[config.mk]
export PLATFORM = sky130hd
export DESIGN_NAME = gdr_ctrl
export DESIGN_NICKNAME = d
export VERILOG_FILES = /design/src/hw/rtl/gdr_pkg.sv /design/src/hw/rtl/gdr_ctrl.sv
export SDC_FILE = /design/constraint.sdc
export NUM_CORES = 1
export LEC_CHECK = 0
export ABC_AREA = 1
export ABC_CLOCK_PERIOD_IN_PS = 1600
export BUFFER_PORTS_ARGS = -buffer_cell sky130_fd_sc_hd__clkbuf_2
export CORE_AREA = 5 5 42 44
export DETAILED_ROUTE_END_ITERATION = 8
export DIE_AREA = 0 0 47 49
export PLACE_DENSITY = 0.69
export SYNTH_ARGS = -nofsm -noshare
export SYNTH_HDL_FRONTEND = slang
export SYNTH_SLANG_ARGS = --single-unit
[constraint.sdc]
create_clock -name clk -period 1.6 [get_ports clk]
set_clock_uncertainty 0.2 [all_clocks]
set_input_delay 0.08 -clock clk [delete_from_list [all_inputs] [get_ports clk]]
set_output_delay 0.08 -clock clk [all_outputs]
set_load 0.01 [all_outputs]
[src/hw/rtl/gdr_pkg.sv]
// ----------------------------------------------------------------------------
// gdr_pkg
// shared types, widths and codes of the grid ray caster
// ----------------------------------------------------------------------------
package gdr_pkg;

	localparam int POS_W   = 16;
	localparam int DIR_W   = 16;
	localparam int DIM_W   = 11;
	localparam int COL_W   = 10;
	localparam int CXY_W   = 5;
	localparam int CODE_W  = 4;
	localparam int DIST_W  = 16;
	localparam int TEX_W   = 6;
	localparam int LH_W    = 11;
	localparam int SPAN_W  = 10;
	localparam int RAY_W   = 18;
	localparam int DELTA_W = 41;
	localparam int SD_W    = 48;
	localparam int MC_W    = 8;
	localparam int FX_W    = 12;
	localparam int FRAC_W  = 30;
	localparam int DVD_W   = 31;
	localparam int DVS_W   = 48;
	localparam int CFG_IDX_W = 3;
	localparam int CFG_DAT_W = 16;

	localparam logic [DIM_W-1:0]   MAX_DIM    = 11'd1024;
	localparam logic [LH_W-1:0]    LH_MAX     = 11'd2047;
	localparam logic [DELTA_W-1:0] DELTA_INF  = 41'h100_0000_0000;
	localparam logic [DVD_W-1:0]   DVD_ONE_Q30 = 31'h4000_0000;

	// register indexes
	localparam logic [CFG_IDX_W-1:0] REG_PLAYER_X = 3'd0;
	localparam logic [CFG_IDX_W-1:0] REG_PLAYER_Y = 3'd1;
	localparam logic [CFG_IDX_W-1:0] REG_DIR_X    = 3'd2;
	localparam logic [CFG_IDX_W-1:0] REG_DIR_Y    = 3'd3;
	localparam logic [CFG_IDX_W-1:0] REG_PLANE_X  = 3'd4;
	localparam logic [CFG_IDX_W-1:0] REG_PLANE_Y  = 3'd5;
	localparam logic [CFG_IDX_W-1:0] REG_SCREEN_W = 3'd6;
	localparam logic [CFG_IDX_W-1:0] REG_SCREEN_H = 3'd7;

	// register reset values
	localparam logic [POS_W-1:0] RST_PLAYER_X = 16'd5120;
	localparam logic [POS_W-1:0] RST_PLAYER_Y = 16'd15360;
	localparam logic [DIR_W-1:0] RST_DIR_X    = 16'd16384;
	localparam logic [DIR_W-1:0] RST_DIR_Y    = 16'd0;
	localparam logic [DIR_W-1:0] RST_PLANE_X  = 16'd0;
	localparam logic [DIR_W-1:0] RST_PLANE_Y  = 16'd9459;
	localparam logic [DIM_W-1:0] RST_SCREEN_W = 11'd640;
	localparam logic [DIM_W-1:0] RST_SCREEN_H = 11'd480;

	// input word kinds
	localparam logic KIND_WRITE = 1'b0;
	localparam logic KIND_CAST  = 1'b1;

	// divider operand selection
	localparam logic [1:0] DIV_CAM = 2'd0;
	localparam logic [1:0] DIV_DX  = 2'd1;
	localparam logic [1:0] DIV_DY  = 2'd2;
	localparam logic [1:0] DIV_LH  = 2'd3;

	typedef struct packed {
		logic               kind;
		logic [COL_W-1:0]   column;
		logic [CXY_W-1:0]   cell_x;
		logic [CXY_W-1:0]   cell_y;
		logic [CODE_W-1:0]  cell_value;
	} cast_item_t;

	typedef struct packed {
		logic [COL_W-1:0]   column_out;
		logic [DIST_W-1:0]  wall_distance;
		logic               hit_side;
		logic [CXY_W-1:0]   hit_x;
		logic [CXY_W-1:0]   hit_y;
		logic [CODE_W-1:0]  wall_code;
		logic               off_map;
		logic [TEX_W-1:0]   tex_column;
		logic [LH_W-1:0]    line_height;
		logic [SPAN_W-1:0]  draw_start;
		logic [SPAN_W-1:0]  draw_end;
	} res_item_t;

	typedef struct packed {
		logic [CFG_IDX_W-1:0] index;
		logic [CFG_DAT_W-1:0] wdata;
	} cfg_item_t;

	typedef struct packed {
		logic       wr_cell;
		logic       ld_col;
		logic       div_start;
		logic [1:0] div_sel;
		logic       ld_cam;
		logic       ld_ray;
		logic       ld_dx;
		logic       ld_dy;
		logic       ld_side;
		logic       step;
		logic       check;
		logic       ld_fin;
		logic       ld_tex;
		logic       ld_lh;
		logic       ld_out;
	} gdr_cmd_t;

	typedef struct packed {
		logic clr_busy;
		logic cast_ok;
		logic div_busy;
		logic div_done;
		logic stop;
		logic hit;
		logic out_free;
	} gdr_sts_t;

	// zero is used as one, anything above 1024 as 1024
	function automatic logic [DIM_W-1:0] eff_dim(input logic [DIM_W-1:0] v);
		logic [DIM_W-1:0] r;
		r = v;
		if (v == '0)
			r = DIM_W'(1);
		else if (v > MAX_DIM)
			r = MAX_DIM;
		return r;
	endfunction

endpackage

[src/hw/rtl/gdr_ctrl.sv]
// ----------------------------------------------------------------------------
// gdr_ctrl
// sequencer of map writes and of one cast: camera, ray, deltas, dda walk, projection
// ----------------------------------------------------------------------------
module gdr_ctrl import gdr_pkg::*; (
	input  logic     clk,
	input  logic     arst_n,
	input  logic     in_valid,
	input  logic     in_kind,
	output logic     in_ready,
	input  gdr_sts_t sts,
	output gdr_cmd_t cmd
);

	localparam logic [3:0] S_IDLE  = 4'd0;
	localparam logic [3:0] S_CAMST = 4'd1;
	localparam logic [3:0] S_CAM   = 4'd2;
	localparam logic [3:0] S_RAY   = 4'd3;
	localparam logic [3:0] S_DXST  = 4'd4;
	localparam logic [3:0] S_DX    = 4'd5;
	localparam logic [3:0] S_DYST  = 4'd6;
	localparam logic [3:0] S_DY    = 4'd7;
	localparam logic [3:0] S_SIDE  = 4'd8;
	localparam logic [3:0] S_STEP  = 4'd9;
	localparam logic [3:0] S_READ  = 4'd10;
	localparam logic [3:0] S_FIN   = 4'd11;
	localparam logic [3:0] S_LHST  = 4'd12;
	localparam logic [3:0] S_LH    = 4'd13;
	localparam logic [3:0] S_OUT   = 4'd14;

	logic [3:0] state_q, state_d;
	logic       accept;

	assign in_ready = (state_q == S_IDLE) && !sts.clr_busy;
	assign accept   = in_valid && in_ready;

	always_comb begin
		state_d = state_q;
		cmd     = '0;
		case (state_q)
			S_IDLE: begin
				if (accept && in_kind == KIND_WRITE)
					cmd.wr_cell = 1'b1;
				if (accept && in_kind == KIND_CAST && sts.cast_ok) begin
					cmd.ld_col = 1'b1;
					state_d    = S_CAMST;
				end
			end
			S_CAMST: begin
				cmd.div_start = 1'b1;
				cmd.div_sel   = DIV_CAM;
				state_d       = S_CAM;
			end
			S_CAM: begin
				if (sts.div_done) begin
					cmd.ld_cam = 1'b1;
					state_d    = S_RAY;
				end
			end
			S_RAY: begin
				cmd.ld_ray = 1'b1;
				state_d    = S_DXST;
			end
			S_DXST: begin
				cmd.div_start = 1'b1;
				cmd.div_sel   = DIV_DX;
				state_d       = S_DX;
			end
			S_DX: begin
				if (sts.div_done) begin
					cmd.ld_dx = 1'b1;
					state_d   = S_DYST;
				end
			end
			S_DYST: begin
				cmd.div_start = 1'b1;
				cmd.div_sel   = DIV_DY;
				state_d       = S_DY;
			end
			S_DY: begin
				if (sts.div_done) begin
					cmd.ld_dy = 1'b1;
					state_d   = S_SIDE;
				end
			end
			S_SIDE: begin
				cmd.ld_side = 1'b1;
				state_d     = S_STEP;
			end
			S_STEP: begin
				cmd.step = 1'b1;
				state_d  = sts.stop ? S_FIN : S_READ;
			end
			S_READ: begin
				cmd.check = 1'b1;
				state_d   = sts.hit ? S_FIN : S_STEP;
			end
			S_FIN: begin
				cmd.ld_fin = 1'b1;
				state_d    = S_LHST;
			end
			S_LHST: begin
				cmd.div_start = 1'b1;
				cmd.div_sel   = DIV_LH;
				cmd.ld_tex    = 1'b1;
				state_d       = S_LH;
			end
			S_LH: begin
				if (sts.div_done) begin
					cmd.ld_lh = 1'b1;
					state_d   = S_OUT;
				end
			end
			S_OUT: begin
				if (sts.out_free) begin
					cmd.ld_out = 1'b1;
					state_d    = S_IDLE;
				end
			end
			default: state_d = S_IDLE;
		endcase
	end

	always_ff @(posedge clk or negedge arst_n) begin
		if (!arst_n)
			state_q <= S_IDLE;
		else
			state_q <= state_d;
	end

	a_no_take_in_clear: assert property (@(posedge clk) disable iff (!arst_n)
		sts.clr_busy |-> !in_ready) else $error("word taken during map clear");
	a_div_idle_at_start: assert property (@(posedge clk) disable iff (!arst_n)
		cmd.div_start |-> !sts.div_busy) else $error("divider started while busy");
	a_out_slot_free: assert property (@(posedge clk) disable iff (!arst_n)
		cmd.ld_out |-> sts.out_free) else $error("result overwritten");

endmodule

---- Yosys cells after proc, flatten, opt, wreduce, memory -nomap -nowiden ----
Cells that the tools add are included.
cells by class
  bitwise operators ....................... 1
  reductions and logical operators ........ 8
  muxes and demuxes ....................... 26
  divide/modulo/power cells ............... 0
  magnitude comparators ................... 0
  eq/ne operators ......................... 20
  shift-type cells ........................ 0
  $add $sub $neg .......................... 0
  $mul .................................... 0
operators with widths
  operator              count
  $pmux W4 S15          1
  $eq A4 B4 Y1 const B  7
  $mux W4               6
  $eq A4 B3 Y1 const B  4
  $mux W1               16
  $pmux W3 S4           1
  $ne A2 B2 Y1 const B  5
  $eq A4 B2 Y1 const B  2
  $reduce_and A6 Y1     1
  $logic_and A1 B1 Y1   5
  $eq A4 B1 Y1 const B  1
  $logic_not A4 Y1      1
  $mux W2               2
  $ne A2 B1 Y1 const B  1
  $logic_not A1 Y1      1
  $not A1 Y1            1
word-level totals
  input bits .............................. 11
  output and inout port bits .............. 17
  memories ................................ 0
  latch bits .............................. 0
  register bits ........................... 4
  memory bits (writable) .................. 0
  ROM bits ................................ 0

---- Depth between registers and ports, before layout ----
Gate-level depths: netlist of the first run.
  word-level depth ........................ 7
  gate-level depth with buffers ........... 8
  depth with buffers taken out ............ 8

---- Worst setup path before layout of the first run ----
Ideal clock, no wire load.
  path kind ............................... register -> output
  start ................................... register state_q[2]
  end ..................................... output port cmd[14] (netlist bit)
  cell stages (with the launch flop) ...... 6
  required time ........................... 1.320 ns
  arrival ................................. 1.185 ns
  slack ................................... 0.135 ns
  buffers on the path ..................... 0
  cell sequence ........................... dfrtp_1 > inv_2 > nand2_2 > nor3_2 > nand2_1 > nor2_1
RTL lines
  item                    RTL line         text
  start, declared         gdr_ctrl.sv:31   logic [3:0] state_q, state_d;
  start signal, assigned  gdr_ctrl.sv:128  state_q <= state_d;
  end, declared           gdr_ctrl.sv:12   output gdr_cmd_t cmd

==> results of run 1 <==
cell type report:
class                   instances  area, µm²
clock buffers                   3       22.5
fillers                       136        581
inverters                       8       32.5
multi-input cells              63        388
flip-flops and latches          4        103
well taps                      16       20.0
repair buffers                 41        255
worst max-delay path, cell delays in order (launching register included):
cell	delay, ns
dfrtp_1	0.41
inv_2	0.10
buf_4	0.12
nand2_1	0.09
nor4_2	0.16
clkbuf_2	0.17
how the worst min path moves through the flow:
stage               slack (ns)                      to  startpoint
finish                 -0.0008  state_q[1]$_DFFE_PN0P_      sts[1]
global route              0.03  state_q[1]$_DFFE_PN0P_      sts[1]
CTS                      0.005  state_q[0]$_DFFE_PN0P_      sts[2]
detailed placement       -0.31  state_q[2]$_DFFE_PN0P_      arst_n
global placement         -0.31  state_q[2]$_DFFE_PN0P_      arst_n
floorplan                -0.42  state_q[0]$_DFFE_PN0P_      arst_n
power by group:
part / internal, W / total (W) / switching, W
registers: 0.000160 / 0.000218 / 0.0000577
logic: 0.000552 / 0.00128 / 0.000727
clock network: 0.0000837 / 0.000122 / 0.0000385
stage by stage:
step | total power [W] | instances | worst slack (ns) | hold slack, ns
final | 0.00162 | 135 | 0.0245 | -0.000779
after global routing | 0.00176 | 135 | -0.0828 | 0.0342
after CTS | 0.00142 | 131 | 0.0000367 | 0.00550
after detailed placement | 0.00113 | 119 | 0.0794 | -0.312
after global placement | 0.00113 | 119 | 0.0751 | -0.315
after floorplan | 0.000895 | 77 | 0.135 | -0.416
cells by family (layout without fill, tap and decap cells):
logic type,after synthesis,after routing,synth area share
flip-flops,4,4,0.205
AND/OR/NAND/NOR,56,56,0.588
buffers and inverters,10,52,0.0869
AO/OA/AOI/OAI,7,7,0.120
metal layers:
layer | global-route usage | vias up | wire length, µm | part of all wire
met3 | 0.0369 | 4 | 110 | 0.070
met2 | 0.201 | 31 | 702 | 0.44
met1 | 0.183 | 281 | 733 | 0.46
met4 | 0.0507 | 0 | 31 | 0.020
li1 | - | 341 | - | -
met5 | 0 | - | 0 | 0
cells in the final DEF (no fill, tap or decap), types with 2 or more instances in the layout:
cell type,instances
inv_2,4
dlygate4sd3_1,2
nand4_1,5
clkbuf_2,21
nand2_2,2
nor2_4,2
o21ai_0,3
nor2_1,14
dfrtp_2,2
nand2_4,3
buf_2,5
nand2_1,21
buf_4,11
clkbuf_4,3
nor2_2,2
buf_6,2
inv_1,3
dfrtp_1,2
what timing repair did:
action / in CTS / in global routing
pin swaps: 0 / 6
endpoints found under the setup margin: 4 / 7
gates resized for setup: 4 / 17
setup buffers: 7 / 4
hold buffers: 2 / 0
endpoints found under the hold margin: 4 / 0
==> flow_summary_export.csv, run 1 <==
group,metric,value,unit
clock_network,ctsHtreeMaxLevel,1,
job,drv_cap,0,
global_route,antenna_found_initial,0,
sta,rsz0062_at_grt,"true",
logic_synthesis,synth_nets,88,
clock_network,cts_root_buf,"clkbuf_4",
critical_path,cp_data_arrival_time,1.30,ns
routing,drt-total-wl,1580,µm
placed_design,routabilityCongestion,0.800,
hold_path,hold_class,"input pin to register",
global_route,grt_max_degree,10,
logic_synthesis,yosysTopAreaCell,"dfrtp_1",
logic_synthesis,yosysWarnings,0,
logic_synthesis,synthArstFlopShare,1.00,
placed_design,dp.final_hpwl,1040,µm
layout,syn_to_final_growth,67.8,%
logic_synthesis,yosys-top-cells-count,"22 x nand2_1, 16 x nor2_1, 5 x nand4_1",
critical_path,critPathCapture,"cmd[8]",
critical_path,cp.required,1.32,ns
logic_synthesis,synth_edf_count,0,
routing,drt_iter0_drc,13,
logic_synthesis,syn_area_per_cell,6.35,µm²
critical_path,end_kind,"primary output",
routing,drc,0,
layout,antenna_cells,0,
sta,tns,0,ns
placed_design,placed_area,642,µm²
hold_path,holdPathStages,5,
logic_synthesis,synth_area_leaders,"dfrtp_1 20%, nand2_1 17%, nor2_1 12%, nand4_1 6.4%, o31ai_4 4.3%",
floorplanning,die_area,2300,µm²
critical_path,reg2reg_slack,0.06,ns
floorplanning,core_area,1400,µm²
clock_network,numCtsBuffers,3,
layout,fin_area,821,µm²
routing,wire_per_inst,11.7,µm
routing,ant_nets,0,
critical_path,cp-startpoint,"state_q[1]$_DFFE_PN0P_",
critical_path,r2r_end,"state_q[3]$_DFFE_PN0P_",
sta,slew_headroom,0.783,
critical_path,timing.rr.start,"state_q[0]$_DFFE_PN0P_",
sta,worst_pin_slew,0.325,ns
power_and_ir_drop,ir_worst_vdd,724,µV
power_and_ir_drop,powerDensity,1970,nW/µm²
run_status,status,"finished with violations",
sta,finalCritPeriodShare,0.985,
sta,fin_hold_ws,-0.000779,ns
layout,largest_register_ffs,4,
logic_synthesis,netlist.area_leader.share,0.205,
global_route,grtUsageTotal,0.136,
clock_network,clk_pin_slew_worst_paths,0.04,ns
floorplanning,io_pins,28,
sta,clock.fmax,635,MHz
global_route,grt_pass1_vias,621,
logic_synthesis,yosysMostFrequentCell,"nand2_1",
run_status,violations,"hold timing",
critical_path,critical_path_class,"register to primary output",
logic_synthesis,syn-cell-area,489,µm²
clock_network,cts_sinks,4,
floorplanning,rows,14,
sta,hold_violations,1,
sta,setup_viol,0,
layout,reg_top3,"state_q (4)",
routing,viasPerCell,4.87,
floorplanning,start_util,0.349,
sta,drv_slew,0,
critical_path,rr_worst_depth,8,
logic_synthesis,ys_seq_area_frac,0.205,
logic_synthesis,synth_cells,77,
layout,final_util,0.586,
layout,drive_above_1_share,0.555,
placed_design,io_buffers,26,
logic_synthesis,synthDistinctLibCells,25,
layout,regMostFlops,"state_q",
clock_network,clock_path_buffers,2,
sta,fin_crit,1.58,ns
critical_path,cp-start-kind,"register",
global_route,grt_pass1_wl,2400,µm
routing,vias,657,
clock_network,cts_tree,"built",
logic_synthesis,ys.flop_type,"dfrtp_1",
logic_synthesis,synth-seq-cells,4,
power_and_ir_drop,p_leak,0.451,nW
global_route,grt_overflow,0,
clock_network,clk_latency,0.23,ns
routing,first_pass_iters,4,
floorplanning,die_h,49,µm
critical_path,worstPathMaxFanout,4,
layout,fin_nets,132,
floorplanning,die_x,47,µm
Note: power is estimated with default switching activity, not from simulation.
==> run 2: changes to the inputs <==
HOLD_SLACK_MARGIN = 0.05   (was default)
PLACE_DENSITY = 0.77   (was 0.69)
SKIP_LAST_GASP = 1   (was default)
==> run 2 against run 1 <==
The flow now finishes without violations. Clock power about the same. Global-route usage increased by 2.1 points. Count of clock-buffer cells in the layout stayed put. Non-clock buffer count up 4. Critical path type unchanged. Highest routed layer unchanged.
==> flow_summary_export.csv, run 2 (synthesized netlist as in run 1, its figures left out) <==
group,metric,value,unit
floorplanning,die_h,49,µm
layout,regMostFlops,"state_q",
critical_path,end_kind,"primary output",
clock_network,cts_root_buf,"clkbuf_4",
layout,final_cell_mix,"23 x clkbuf_2, 22 x nand2_1, 14 x buf_4, 13 x nor2_1",
clock_network,clk_pin_slew_worst_paths,0.04,ns
placed_design,dp_slack,0.0663,ns
critical_path,critical_path_class,"register to primary output",
sta,worst_pin_slew,0.335,ns
routing,viasPerCell,5.13,
sta,slew_headroom,0.776,
placed_design,routabilityCongestion,0.806,
critical_path,worstPathMaxFanout,9,
sta,clock.fmax,630,MHz
clock_network,clk_latency,0.23,ns
sta,setup_viol,0,
clock_network,cts_tree,"built",
power_and_ir_drop,ir_worst_vdd,1010,µV
placed_design,placed_area,649,µm²
sta,finalCritPeriodShare,0.992,
floorplanning,io_pins,28,
layout,fin_nets,136,
layout,fin_area,843,µm²
placed_design,io_buffers,26,
layout,drive_above_1_share,0.545,
global_route,grt_overflow,0,
critical_path,reg2reg_slack,0.07,ns
power_and_ir_drop,p_leak,0.464,nW
floorplanning,die_area,2300,µm²
layout,syn_to_final_growth,72.4,%
critical_path,cp-start-kind,"register",
global_route,grt_max_degree,10,
hold_path,holdPathStages,4,
clock_network,ctsHtreeMaxLevel,1,
sta,fin_crit,1.59,ns
routing,ant_nets,0,
routing,drt_iter0_drc,13,
layout,reg_top3,"state_q (4)",
critical_path,cp.required,1.32,ns
power_and_ir_drop,powerDensity,1910,nW/µm²
routing,drc,0,
routing,wire_per_inst,11.6,µm
power_and_ir_drop,switching_power,0.000811,W
sta,rsz0062_at_grt,"true",
global_route,antenna_found_initial,0,
power_and_ir_drop,seqPwrFrac,0.129,
layout,final_util,0.602,
routing,drt-total-wl,1620,µm
placed_design,dp.final_hpwl,1110,µm
clock_network,cts_sinks,4,
power_and_ir_drop,power_frac_comb,0.796,
floorplanning,die_x,47,µm
layout,layout_commonest_cell,"clkbuf_2",
global_route,grt_pass1_vias,666,
hold_path,hold_class,"input pin to register",
sta,hold_violations,0,
run_status,status,"finished, final reports clean",
clock_network,clock_path_buffers,2,
routing,vias,713,
global_route,grt_pass1_wl,2680,µm
power_and_ir_drop,intPower,0.000803,W
layout,largest_register_ffs,4,
floorplanning,start_util,0.349,
sta,drv_slew,0,
layout,antenna_cells,0,
routing,first_pass_iters,4,
floorplanning,core_area,1400,µm²
sta,fin_ws,0.0132,ns
critical_path,rr_worst_depth,8,
global_route,grtUsageTotal,0.157,
floorplanning,rows,14,
sta,fin_hold_ws,0.0785,ns
job,drv_cap,0,
power_and_ir_drop,swShare,0.503,
power_and_ir_drop,clockPowerShare,0.075,
power_and_ir_drop,p_total,0.00161,W
critical_path,cp_data_arrival_time,1.31,ns
clock_network,numCtsBuffers,3,
[run 2: cell count changes in the layout (fill, tap and decap cells not counted), sizes merged]
cell / previous run / this run
clkbuf: 24 / 26
dlygate4sd3: 2 / 4
[run 2: power groups by stage]
| stage | combinational [W] | clock, W | sequential, W |
|---|---|---|---|
| 2_1_floorplan | 0.000694 | 0 | 0.000201 |
| 3_3_place_gp | 0.000894 | 0 | 0.000246 |
| 3_5_place_dp | 0.000907 | 0 | 0.000249 |
| 4_1_cts | 0.00116 | 0.000124 | 0.000204 |
| 5_1_grt | 0.00141 | 0.000137 | 0.000213 |
| 6_report | 0.00129 | 0.000120 | 0.000208 |
[run 2: layout make-up]
class,count,area [µm²]
fill,139,558
multi-input combinational,63,382
timing repair buffer,45,287
sequential,4,103
inverter,8,30.0
clock buffer,3,22.5
tap,16,20.0
[run 2: final timing paths]
check	startpoint	end
worst min register to register	state_q[2]$_DFFE_PN0P_	state_q[2]$_DFFE_PN0P_
worst min-delay path	sts[6]	state_q[0]$_DFFE_PN0P_
worst max-delay path	state_q[3]$_DFFE_PN0P_	cmd[8]
max in group asynchronous	arst_n	state_q[0]$_DFFE_PN0P_
min in group asynchronous	arst_n	state_q[3]$_DFFE_PN0P_
worst max register to register	state_q[3]$_DFFE_PN0P_	state_q[0]$_DFFE_PN0P_
[run 2: what timing repair did]
action                                  CTS  global route
gates resized for setup                   4            12
hold buffers                              4             0
setup buffers                             9             3
pin swaps                                 1             5
cloned                                    0             0
endpoints found under the hold margin     6             0
endpoints found under the setup margin    4            10
[run 2: metal layers]
layer | vias to the layer above | track usage | part of all wire
met1 | 329 | 0.188 | 0.41
met4 | 0 | 0.0691 | 0.017
met5 | - | 0 | 0
met3 | 4 | 0.0369 | 0.073
li1 | 352 | - | -
met2 | 28 | 0.253 | 0.50
[run 2: worst max-delay path, cell delays in order (launching register included)]
cell and delay [ns]:
dfrtp_2 0.42, buf_4 0.18, nor4_2 0.30, clkbuf_2 0.18
[run 2: metrics by stage]
| stage | TNS, ns | std cells |
|---|---|---|
| after floorplan | 0 | 77 |
| after global placement | 0 | 120 |
| after detailed placement | 0 | 120 |
| after CTS | 0 | 136 |
| after global routing | -0.203 | 139 |
| final | 0 | 139 |
